[config.mk]
export PLATFORM = sky130hd
export DESIGN_NAME = clock_field_set_controller_unit
export DESIGN_NICKNAME = d
export VERILOG_FILES = /design/src/hw/rtl/cfsc_pkg.sv /design/src/hw/rtl/cfsc_edit.sv /design/src/hw/rtl/clock_field_set_controller_unit.sv
export SDC_FILE = /design/constraint.sdc
export NUM_CORES = 1
export LEC_CHECK = 0
export BUFFER_PORTS_ARGS = -buffer_cell sky130_fd_sc_hd__buf_4
export CAP_MARGIN = 20
export CELL_PAD_IN_SITES_DETAIL_PLACEMENT = 0
export CELL_PAD_IN_SITES_GLOBAL_PLACEMENT = 1
export CORE_UTILIZATION = 45
export DETAILED_ROUTE_END_ITERATION = 8
export PLACE_DENSITY_LB_ADDON = 0.1
export RECOVER_POWER = 50
export SETUP_SLACK_MARGIN = 0.1
export SYNTH_ARGS = -nofsm -noshare
export SYNTH_HDL_FRONTEND = slang
export SYNTH_SLANG_ARGS = --single-unit
[constraint.sdc]
create_clock -name clk -period 4.5 [get_ports clk]
set_input_delay 0.225 -clock clk [delete_from_list [all_inputs] [get_ports clk]]
set_output_delay 0.225 -clock clk [all_outputs]
set_load 0.1 [all_outputs]
[src/hw/rtl/cfsc_pkg.sv]
// Shared types, field codes and limits for the clock field set controller.
// Used by cfsc_edit and clock_field_set_controller_unit; no dependencies.
`timescale 1ns / 1ps

package cfsc_pkg;

  // Field codes carried in field_select
  localparam logic [2:0] FS_SEC   = 3'd0;
  localparam logic [2:0] FS_MIN   = 3'd1;
  localparam logic [2:0] FS_HOUR  = 3'd2;
  localparam logic [2:0] FS_DAY   = 3'd3;
  localparam logic [2:0] FS_MONTH = 3'd4;
  localparam logic [2:0] FS_YEAR  = 3'd5;

  // Edit modes
  localparam logic [2:0] MODE_RUN   = 3'd0;
  localparam logic [2:0] MODE_DAY   = 3'd1;
  localparam logic [2:0] MODE_MONTH = 3'd2;
  localparam logic [2:0] MODE_YEAR  = 3'd3;
  localparam logic [2:0] MODE_HOUR  = 3'd4;
  localparam logic [2:0] MODE_MIN   = 3'd5;
  localparam logic [2:0] MODE_SEC   = 3'd6;

  // Release flag codes
  localparam logic [1:0] FLAG_IDLE = 2'd0;
  localparam logic [1:0] FLAG_MODE = 2'd1;
  localparam logic [1:0] FLAG_UP   = 2'd2;
  localparam logic [1:0] FLAG_DOWN = 2'd3;

  // Operation codes
  localparam logic OP_BUTTON = 1'b0;
  localparam logic OP_LOAD   = 1'b1;

  // Field limits
  localparam logic [3:0] MONTH_MAX = 4'd12;
  localparam logic [6:0] YEAR_MAX  = 7'd99;
  localparam logic [4:0] HOUR_MAX  = 5'd23;
  localparam logic [5:0] MIN_MAX   = 6'd59;
  localparam logic [5:0] SEC_MAX   = 6'd59;
  localparam logic [4:0] DAY_MIN   = 5'd1;
  localparam logic [3:0] MONTH_MIN = 4'd1;

  typedef struct packed {
    logic [2:0] mode;
    logic [1:0] flag;
    logic [5:0] sec;
    logic [5:0] min;
    logic [4:0] hour;
    logic [4:0] day;
    logic [3:0] month;
    logic [6:0] year;
  } cfsc_state_t;

  typedef struct packed {
    logic       write_valid;
    logic [2:0] field_select;
    logic [6:0] field_value;
  } cfsc_wr_t;

  // Days in a month, no leap years; zero for a month code that means nothing
  function automatic logic [4:0] month_len(input logic [3:0] m);
    logic [4:0] len;
    case (m) inside
      4'd1, 4'd3, 4'd5, 4'd7, 4'd8, 4'd10, 4'd12: len = 5'd31;
      4'd4, 4'd6, 4'd9, 4'd11:                    len = 5'd30;
      4'd2:                                       len = 5'd28;
      default:                                    len = 5'd0;
    endcase
    return len;
  endfunction

endpackage

[src/hw/rtl/cfsc_edit.sv]
// Next-state and write decode for one input word of the clock field editor.
// Pure combinational; uses cfsc_pkg types, codes and month_len.
`timescale 1ns / 1ps

module cfsc_edit (
  input  cfsc_pkg::cfsc_state_t cur,
  input  logic                  operation,
  input  logic                  mode_button,
  input  logic                  up_button,
  input  logic                  down_button,
  input  logic [5:0]            load_second,
  input  logic [5:0]            load_minute,
  input  logic [4:0]            load_hour,
  input  logic [4:0]            load_day,
  input  logic [3:0]            load_month,
  input  logic [6:0]            load_year,
  output cfsc_pkg::cfsc_state_t nxt,
  output cfsc_pkg::cfsc_wr_t    wr0,
  output cfsc_pkg::cfsc_wr_t    wr1,
  output logic                  has_two
);

  always_comb begin
    cfsc_pkg::cfsc_state_t st;
    logic [4:0] len;
    logic [4:0] dclamp;
    st      = cur;
    wr0     = '0;
    wr1     = '0;
    has_two = 1'b0;
    len     = 5'd0;
    dclamp  = 5'd0;
    if (operation == cfsc_pkg::OP_LOAD) begin
      st.sec   = load_second;
      st.min   = load_minute;
      st.hour  = load_hour;
      st.day   = load_day;
      st.month = load_month;
      st.year  = load_year;
    end else begin
      // buttons checked in order mode, up, down against the shared flag
      if (!mode_button) st.flag = cfsc_pkg::FLAG_MODE;
      if (mode_button && st.flag == cfsc_pkg::FLAG_MODE) begin
        st.mode = (st.mode >= cfsc_pkg::MODE_SEC) ? cfsc_pkg::MODE_RUN : st.mode + 3'd1;
        st.flag = cfsc_pkg::FLAG_IDLE;
      end

      if (!up_button) st.flag = cfsc_pkg::FLAG_UP;
      if (up_button && st.flag == cfsc_pkg::FLAG_UP && st.mode != cfsc_pkg::MODE_RUN &&
          st.mode <= cfsc_pkg::MODE_SEC) begin
        st.flag = cfsc_pkg::FLAG_IDLE;
        case (st.mode)
          cfsc_pkg::MODE_DAY: begin
            len = cfsc_pkg::month_len(st.month);
            if (len != 5'd0) begin
              st.day = (st.day >= len) ? len : st.day + 5'd1;
              wr0 = '{1'b1, cfsc_pkg::FS_DAY, {2'b00, st.day}};
            end
          end
          cfsc_pkg::MODE_MONTH: begin
            if (st.month >= cfsc_pkg::MONTH_MAX) begin
              st.month = cfsc_pkg::MONTH_MAX;
              wr0 = '{1'b1, cfsc_pkg::FS_MONTH, {3'b000, st.month}};
            end else begin
              // stored day stays; only the second word carries the clamp
              st.month = st.month + 4'd1;
              wr0 = '{1'b1, cfsc_pkg::FS_MONTH, {3'b000, st.month}};
              len = cfsc_pkg::month_len(st.month);
              dclamp = (st.day > len) ? len : st.day;
              wr1 = '{1'b1, cfsc_pkg::FS_DAY, {2'b00, dclamp}};
              has_two = 1'b1;
            end
          end
          cfsc_pkg::MODE_YEAR: begin
            st.year = (st.year >= cfsc_pkg::YEAR_MAX) ? cfsc_pkg::YEAR_MAX : st.year + 7'd1;
            wr0 = '{1'b1, cfsc_pkg::FS_YEAR, st.year};
          end
          cfsc_pkg::MODE_HOUR: begin
            st.hour = (st.hour >= cfsc_pkg::HOUR_MAX) ? cfsc_pkg::HOUR_MAX : st.hour + 5'd1;
            wr0 = '{1'b1, cfsc_pkg::FS_HOUR, {2'b00, st.hour}};
          end
          cfsc_pkg::MODE_MIN: begin
            st.min = (st.min >= cfsc_pkg::MIN_MAX) ? cfsc_pkg::MIN_MAX : st.min + 6'd1;
            wr0 = '{1'b1, cfsc_pkg::FS_MIN, {1'b0, st.min}};
          end
          default: begin
            st.sec = (st.sec >= cfsc_pkg::SEC_MAX) ? cfsc_pkg::SEC_MAX : st.sec + 6'd1;
            wr0 = '{1'b1, cfsc_pkg::FS_SEC, {1'b0, st.sec}};
          end
        endcase
      end

      if (!down_button) st.flag = cfsc_pkg::FLAG_DOWN;
      if (down_button && st.flag == cfsc_pkg::FLAG_DOWN && st.mode != cfsc_pkg::MODE_RUN &&
          st.mode <= cfsc_pkg::MODE_SEC) begin
        st.flag = cfsc_pkg::FLAG_IDLE;
        case (st.mode)
          cfsc_pkg::MODE_DAY: begin
            st.day = (st.day <= cfsc_pkg::DAY_MIN) ? cfsc_pkg::DAY_MIN : st.day - 5'd1;
            wr0 = '{1'b1, cfsc_pkg::FS_DAY, {2'b00, st.day}};
          end
          cfsc_pkg::MODE_MONTH: begin
            st.month = (st.month <= cfsc_pkg::MONTH_MIN) ? cfsc_pkg::MONTH_MIN
                                                           : st.month - 4'd1;
            wr0 = '{1'b1, cfsc_pkg::FS_MONTH, {3'b000, st.month}};
          end
          cfsc_pkg::MODE_YEAR: begin
            st.year = (st.year == 7'd0) ? 7'd0 : st.year - 7'd1;
            wr0 = '{1'b1, cfsc_pkg::FS_YEAR, st.year};
          end
          cfsc_pkg::MODE_HOUR: begin
            st.hour = (st.hour == 5'd0) ? 5'd0 : st.hour - 5'd1;
            wr0 = '{1'b1, cfsc_pkg::FS_HOUR, {2'b00, st.hour}};
          end
          cfsc_pkg::MODE_MIN: begin
            st.min = (st.min == 6'd0) ? 6'd0 : st.min - 6'd1;
            wr0 = '{1'b1, cfsc_pkg::FS_MIN, {1'b0, st.min}};
          end
          default: begin
            st.sec = (st.sec == 6'd0) ? 6'd0 : st.sec - 6'd1;
            wr0 = '{1'b1, cfsc_pkg::FS_SEC, {1'b0, st.sec}};
          end
        endcase
      end
    end
    nxt = st;
  end

endmodule

[src/hw/rtl/clock_field_set_controller_unit.sv]
// Top level of the clock field set controller: stream ports, field state,
// output register with one pending slot. Uses cfsc_pkg and cfsc_edit.
//
//   channel | dir | handshake            | payload
//   in_     | in  | in_tvalid/in_tready  | in_tdata (40b), in_tuser = operation
//   out_    | out | out_tvalid/out_tready| out_tdata (16b), out_tuser, out_tlast
//
// One input word is decoded in the cycle it is accepted; its results sit in
// the output register from the next cycle. A word may enter every cycle
// in_tready is high. A month raise makes two words: the second waits in a
// pending slot and blocks input. in_tready drops while a word stalls on
// out_tready or the slot is full. rst_n (synchronous) zeroes all fields.
`timescale 1ns / 1ps

module clock_field_set_controller_unit (
  input  logic        clk,
  input  logic        rst_n,
  input  logic        in_tvalid,
  output logic        in_tready,
  // [0] mode_button, [1] up_button, [2] down_button, [8:3] load_second,
  // [14:9] load_minute, [19:15] load_hour, [24:20] load_day,
  // [28:25] load_month, [35:29] load_year, [39:36] zero
  input  logic [39:0] in_tdata,
  // [0] operation
  input  logic        in_tuser,
  output logic        out_tvalid,
  input  logic        out_tready,
  // [2:0] field_select, [9:3] field_value, [12:10] edit_mode, [15:13] zero
  output logic [15:0] out_tdata,
  // [0] write_valid
  output logic        out_tuser,
  output logic        out_tlast
);

  cfsc_pkg::cfsc_state_t state_r, state_nxt;
  cfsc_pkg::cfsc_wr_t    wr0, wr1;
  cfsc_pkg::cfsc_wr_t    out_wr_r, pend_wr_r;
  logic                  has_two;
  logic                  out_valid_r, pend_r, out_last_r;
  logic [2:0]            out_mode_r;
  logic                  in_fire, out_fire;

  assign in_tready = !pend_r && (!out_valid_r || out_tready);
  assign in_fire   = in_tvalid && in_tready;
  assign out_fire  = out_valid_r && out_tready;

  cfsc_edit u_edit (
    .cur         (state_r),
    .operation   (in_tuser),
    .mode_button (in_tdata[0]),
    .up_button   (in_tdata[1]),
    .down_button (in_tdata[2]),
    .load_second (in_tdata[8:3]),
    .load_minute (in_tdata[14:9]),
    .load_hour   (in_tdata[19:15]),
    .load_day    (in_tdata[24:20]),
    .load_month  (in_tdata[28:25]),
    .load_year   (in_tdata[35:29]),
    .nxt         (state_nxt),
    .wr0         (wr0),
    .wr1         (wr1),
    .has_two     (has_two)
  );

  always_ff @(posedge clk) begin
    if (!rst_n) begin
      state_r     <= '0;
      out_valid_r <= 1'b0;
      pend_r      <= 1'b0;
    end else begin
      if (in_fire) begin
        state_r     <= state_nxt;
        out_valid_r <= 1'b1;
        pend_r      <= has_two;
      end else if (out_fire) begin
        // advance the pending word, or drop the register
        out_valid_r <= pend_r;
        pend_r      <= 1'b0;
      end
    end
  end

  always_ff @(posedge clk) begin
    if (in_fire) begin
      out_wr_r   <= wr0;
      out_mode_r <= state_nxt.mode;
      out_last_r <= !has_two;
      pend_wr_r  <= wr1;
    end else if (out_fire && pend_r) begin
      out_wr_r   <= pend_wr_r;
      out_last_r <= 1'b1;
    end
  end

  assign out_tvalid = out_valid_r;
  assign out_tdata  = {3'b000, out_mode_r, out_wr_r.field_value, out_wr_r.field_select};
  assign out_tuser  = out_wr_r.write_valid;
  assign out_tlast  = out_last_r;

  a_pend_needs_out: assert property (@(posedge clk) disable iff (!rst_n)
    pend_r |-> out_valid_r)
    else $error("pending word without an output word");

  a_pend_not_last: assert property (@(posedge clk) disable iff (!rst_n)
    (out_valid_r && pend_r) |-> !out_last_r)
    else $error("first of two words marked last");

  a_pend_blocks_in: assert property (@(posedge clk) disable iff (!rst_n)
    pend_r |-> !in_tready)
    else $error("input taken while a second word waits");

  a_mode_range: assert property (@(posedge clk) disable iff (!rst_n)
    state_r.mode <= cfsc_pkg::MODE_SEC)
    else $error("edit mode out of range");

  a_two_then_day: assert property (@(posedge clk) disable iff (!rst_n)
    (in_fire && has_two) |=> (pend_r && pend_wr_r.field_select == cfsc_pkg::FS_DAY))
    else $error("second word of a month raise is not a day write");

endmodule
**Yosys cells after proc, flatten, opt, wreduce, memory -nomap -nowiden**

Index checks and enable logic that the tools add are counted.

- Bits in registers: 66
- Bits of input ports: 45
- Output and inout port bits: 20
- Logic and storage cells: 182

- $add $sub $neg: 13
- Order comparisons: 11
- Equality and inequality tests: 32
- Mux-type cells: 73
- Bitwise logic cells: 3
- Reductions and logical operators: 31

Operators by type and width:

| kind | number |
|---|---|
| $mux 5 | 26 |
| $mux 35 | 3 |
| $mux 11 | 7 |
| $pmux 11 s5 | 1 |
| $pmux 10 s5 | 1 |
| $mux 6 | 8 |
| $eq 4x4->1 const B | 10 |
| $mux 33 | 1 |
| $eq 4x3->1 const B | 8 |
| $mux 7 | 4 |
| $mux 4 | 5 |
| $eq 4x2->1 const B | 4 |
| $reduce_or 7->1 | 2 |
| $add 6x1->6 const B | 2 |
| $ge 6x6->1 const B | 2 |
| $logic_not 6->1 | 2 |
| $mux 2 | 6 |
| $reduce_or 4->1 | 3 |
| $sub 6x1->6 const B | 2 |
| $logic_and 1x1->1 | 11 |
| $add 5x1->5 const B | 2 |
| $mux 1 | 10 |
| $sub 5x1->5 const B | 2 |
| $eq 4x1->1 const B | 2 |
| other kinds (31) | 39 |

**Logic depth before layout (Yosys ltp)**

- Word-level depth: 29
- Gate-level depth with buffers: 18
- Mapped depth without buffers: 17

**Modules after synthesis**

Synthesis repeated with hierarchy kept, for this count alone.

- Cell total of the unflattened synthesis: 954
- Area total of the unflattened synthesis: 7319.5 um2

Modules (own cells, without submodules):

| module | instances | cells an instance | area an instance (um2) | seq. area each (um2) |
|---|---|---|---|---|
| cfsc_edit | 1 | 732 | 4705.8 | 0.0 |
| clock_field_set_controller_unit | 1 | 222 | 2613.8 | 1581.5 |

**Least setup slack after synthesis**

Ideal clock, no wire load.

- Kind: flip-flop to flip-flop
- From: register state_r[7] in the netlist's numbering
- To: register out_wr_r, in the netlist out_tdata[7] (data pin)
- Library setup time: 160 ps
- Arrival time: 3702 ps
- Required time: 4340 ps
- Slack: 638 ps
- Cell stages (with the launch flop): 18
- Path buffers: 0
- Period minus slack after synthesis: 3862 ps
- Cell sequence: dfxtp_1 -> inv_1 -> ha_1 -> or3_1 -> o22a_1 -> inv_1 -> ha_1 -> a21o_1 -> a31oi_1 -> o21ai_1 -> a2111oi_0 -> a21o_2 -> inv_1 -> ha_1 -> a21oi_1 -> nor2b_4 -> or3_1 -> a41oi_1

- Word-level cells in the longest chain between the ends: 19
- Elaborated cells on any way between the ends: 37
- Classes of those cells: add/sub (1); order compare (2); eq/ne (12); mux (19); reduce/logical (3)

Ends and longest elaborated chain:

| what | line | text |
|---|---|---|
| start: declaration | clock_field_set_controller_unit.sv:35 | `cfsc_pkg::cfsc_state_t state_r, state_nxt;` |
| start signal: assignment | clock_field_set_controller_unit.sv:72 | `state_r <= state_nxt;` |
| $eq 4x4->1, or another cell as far along | cfsc_edit.sv:54 | `len = cfsc_pkg::month_len(st.month);` |
| $reduce_or 4->1 / $mux 5 (equally long branches) | cfsc_pkg.sv:63 | `case (m) inside` |
| $mux 5 | cfsc_pkg.sv:63 |  |
| $mux 5 (*) | cfsc_pkg.sv:63 |  |
| $mux 5 (*) | cfsc_edit.sv:52 | `case (st.mode)` |
| $mux 5 (*) | cfsc_edit.sv:49 | `if (up_button && st.flag == cfsc_pkg::FLAG_UP && st.mode != cfsc_pkg::MODE_RUN &&` |
| $mux 5 (*) | cfsc_edit.sv:33 | `if (operation == cfsc_pkg::OP_LOAD) begin` |
| $ge 5x5->1 | cfsc_edit.sv:56 | `st.day = (st.day >= len) ? len : st.day + 5'd1;` |
| [... 3 more ...] | - |  |
| $mux 35 | cfsc_edit.sv:49 |  |
| $mux 35 | cfsc_edit.sv:33 |  |
| $sub 5x1->5 / $le 5x1->1 (equally long branches) | cfsc_edit.sv:99 | `st.day = (st.day <= cfsc_pkg::DAY_MIN) ? cfsc_pkg::DAY_MIN : st.day - 5'd1;` |
| $mux 5 | cfsc_edit.sv:99 |  |
| $pmux 10 s5 | cfsc_edit.sv:97 | `case (st.mode)` |
| $mux 11 (*) | cfsc_edit.sv:94 | `if (down_button && st.flag == cfsc_pkg::FLAG_DOWN && st.mode != cfsc_pkg::MODE_RUN &&` |
| $mux 11 (*) | cfsc_edit.sv:33 |  |
| $mux 11 (*) | clock_field_set_controller_unit.sv:84 | `if (in_fire) begin` |
| end signal: assignment | clock_field_set_controller_unit.sv:85 | `out_wr_r <= wr0;` |
| end signal: assignment | clock_field_set_controller_unit.sv:90 | `out_wr_r <= pend_wr_r;` |
| end: declaration | clock_field_set_controller_unit.sv:37 | `cfsc_pkg::cfsc_wr_t out_wr_r, pend_wr_r;` |

Mark *: on every way between the ends. The rest lies on a longest branch, timed or not. The select of a mux whose other input is x is not followed.
A chain may end at the register's enable or synchronous reset.

**Worst setup path after layout**

Same ends and word-level chain as after synthesis.

==> flow_summary_export.csv <==
group,metric,value,unit
worst_hold_path,hold_class,"in -> reg",
run_status,violations,"max-capacitance violations, max-slew violations",
logic_synthesis,ys_types,86,
clock_tree,cts_max_path_buffers,2,
global_route,grtUsageTotal,0.3174,
critical_path,crit_required,4680,ps
placed_design,port_buffers,57,
logic_synthesis,synth_area,6331,sq um
global_route,grt_max_degree,48,
floorplan,dieArea,14550,sq um
clock_tree,root_buffer,"clkbuf_16",
timing,rsz0062_at_grt,"yes",
timing,setup_viol,0,
detailed_routing,viasPerCell,6.482,
timing,maxSlewHeadroom,-0.5030,
global_route,grt_pass1_vias,6348,
run,cap_viol_max_count,1,
logic_synthesis,synth_seq_cells,61,
timing,min_period,4224,ps
timing,worstMarginPinSlew,2255,ps
clock_tree,clk_pin_slew,60,ps
detailed_routing,ant_nets,0,
clock_tree,insertion_delay,340,ps
critical_path,crit_type,"reg -> reg",
clock_tree,h-tree-depth,3,
timing,setup-tns-final,0,ps
critical_path,critPathArrivalTime,4410,ps
critical_path,cp_max_fo,7,
timing,fin_skew,7.593,ps
clock_tree,cts_hold_buf,0,
floorplan,start_util,0.4688,
finish,antenna_cells,0,
timing,max_freq,0.2368,GHz
detailed_routing,wl,22770,microns
critical_path,startpoint_type,"flip-flop",
clock_tree,cts.sinks,61,
floorplan,core_area,13510,sq um
critical_path,worstSetupEndpointType,"flip-flop",
detailed_routing,wl_per_cell,21.67,microns
finish,post_route_cells_drive_above_1_share,0.1109,
detailed_routing,first_pass_iters,5,
detailed_routing,via_count,6813,
detailed_routing,drc,0,
logic_synthesis,postSynthAreaPerCell,7.510,sq um
run_status,status,"finished with violations",
logic_synthesis,synth.yosys.warnings,0,
floorplan,die_y,120.6,microns
floorplan,rows,42,
clock_tree,cts_tree,"yes",
timing,finalCritPeriodShare,0.9386,
logic_synthesis,yosysSeqAreaShare,0.2261,
floorplan,die_w,120.6,microns
finish,final_common_cell,"nand2_1",
logic_synthesis,syn-instance-count,843,
clock_tree,postCtsSetupRepairBufs,0,
placed_design,dpl.hpwl,16870,microns
global_route,grt_first_pass_wirelength,35300,microns
pwr,ir_drop,0.1725,mV
global_route,antenna_found_initial,0,
finish,layout_common_cells,"nand2_1 (87), nor2_1 (66), a21oi_1 (63)",
logic_synthesis,async_reset_ff_frac,0,
timing,timing.hold.ws,152.3,ps
placed_design,gp_congestion,0.9398,
pwr,p_leak,2.643,nW
pwr,powerDensity,272.7,nW/um^2
finish,area_growth,11.96,%
global_route,overflow,0,
logic_synthesis,synth_edf_count,21,
timing,hold_violations,0,
finish,nets,947,
logic_synthesis,ys.flop_type,"dfxtp_1",
clock_tree,cts_buffers,9,
timing,drv_slew,42,
floorplan,ios,65,
detailed_routing,dr.first_iter.drc_count,523,
## stage by stage
step / total power, mW / cell area (sq um) / worst slack (ps) / utilization / cells
2_1_floorplan: 1.074 / 6339 / 637.7 / - / 845
3_3_place_gp: 1.230 / 6862 / 298.1 / 0.5081 / 1035
3_5_place_dp: 1.241 / 6862 / 138.0 / 0.5081 / 1035
4_1_cts: 1.940 / 7154 / 132.7 / 0.5297 / 1051
5_1_grt: 2.017 / 7088 / 16.82 / 0.5248 / 1051
6_report: 1.933 / 7088 / 276.3 / 0.5248 / 1051
## worst paths after layout
kind                      from            to  slack, ps  cells past startpoint
setup reg to reg    state_r[7]  out_tdata[7]        280                     17
setup / recovery    state_r[7]  out_tdata[7]        280                     17
hold reg to reg         pend_r        pend_r        500                      2
hold / removal    in_tdata[23]   state_r[14]        150                      3
## per-layer routing
layer / track usage / share of wire
met1: 0.4269 / 0.44
met2: 0.5043 / 0.46
met3: 0.05377 / 0.070
met5: 0 / 0
met4: 0.1242 / 0.032
## worst max-delay path, cell delays in order, from the launching register on
cell and delay, ps:
dfxtp_2 390, inv_1 120, ha_1 270, or3_1 350, o22a_1 230, inv_1 140
ha_1 260, a21o_1 160, a31oi_1 250, o21ai_2 180, a2111oi_1 390, a21o_2 230
inv_1 60, ha_1 210, a21oi_2 180, nor2b_4 80, or3_1 360, a41oi_1 210
## sequential cells by signal, indices dropped and copies added (netlist names)
register	cells
out_tlast	1
out_tvalid	1
pend_wr_r	6
out_mode_r	3
out_tuser	1
state_r	38
pend_r	1
out_tdata	10
## logic make-up after synthesis
family / count (synthesis) / share of synthesized area
muxes: 34 / 0.05455
and+or+nand+nor: 314 / 0.2500
buffers and inverters: 82 / 0.05474
xor gates and xnor gates: 23 / 0.03182
other: 1 / 0.0005923
adders and majority gates: 32 / 0.06324
AOI/OAI and AO/OA: 296 / 0.3190
DFF: 61 / 0.2261
## power breakdown
group,leakage (nW),internal (mW),switching [mW]
clock,0.147,0.436,0.260
sequential,0.539,0.605,0.0581
combinational,1.96,0.197,0.377
## area by class of cell
class / count / area [sq um]
clock inverters: 6 / 52.55
inverters: 19 / 71.32
repair buffers: 77 / 495.5
clock buffers: 10 / 239.0
flip-flops and latches: 61 / 1434
well taps: 176 / 220.2
fillers: 1336 / 6417
multi-input cells: 702 / 4576
## synthesized netlist by cell type (15+ instances only)
| cell | instances | area [sq um] |
|---|---|---|
| a21oi_1 | 64 | 320.3 |
| a31oi_1 | 17 | 106.4 |
| clkbuf_1 | 51 | 191.4 |
| dfxtp_1 | 40 | 800.8 |
| edfxtp_1 | 21 | 630.6 |
| ha_1 | 32 | 400.4 |
| inv_1 | 17 | 63.81 |
| mux2i_1 | 30 | 300.3 |
| nand2_1 | 87 | 326.6 |
| nand3_1 | 32 | 160.2 |
| nor2_1 | 66 | 247.7 |
| nor2b_1 | 15 | 93.84 |
| nor3_1 | 24 | 120.1 |
| o211ai_1 | 18 | 135.1 |
| o21ai_0 | 52 | 260.3 |
## timing repair
item                       4_1_cts  5_1_grt
resized for setup                1        5
gates cloned                     0        0
pin swaps                        0        0
setup endpoints to repair        1        7
Power figures use the tool's default switching activity.
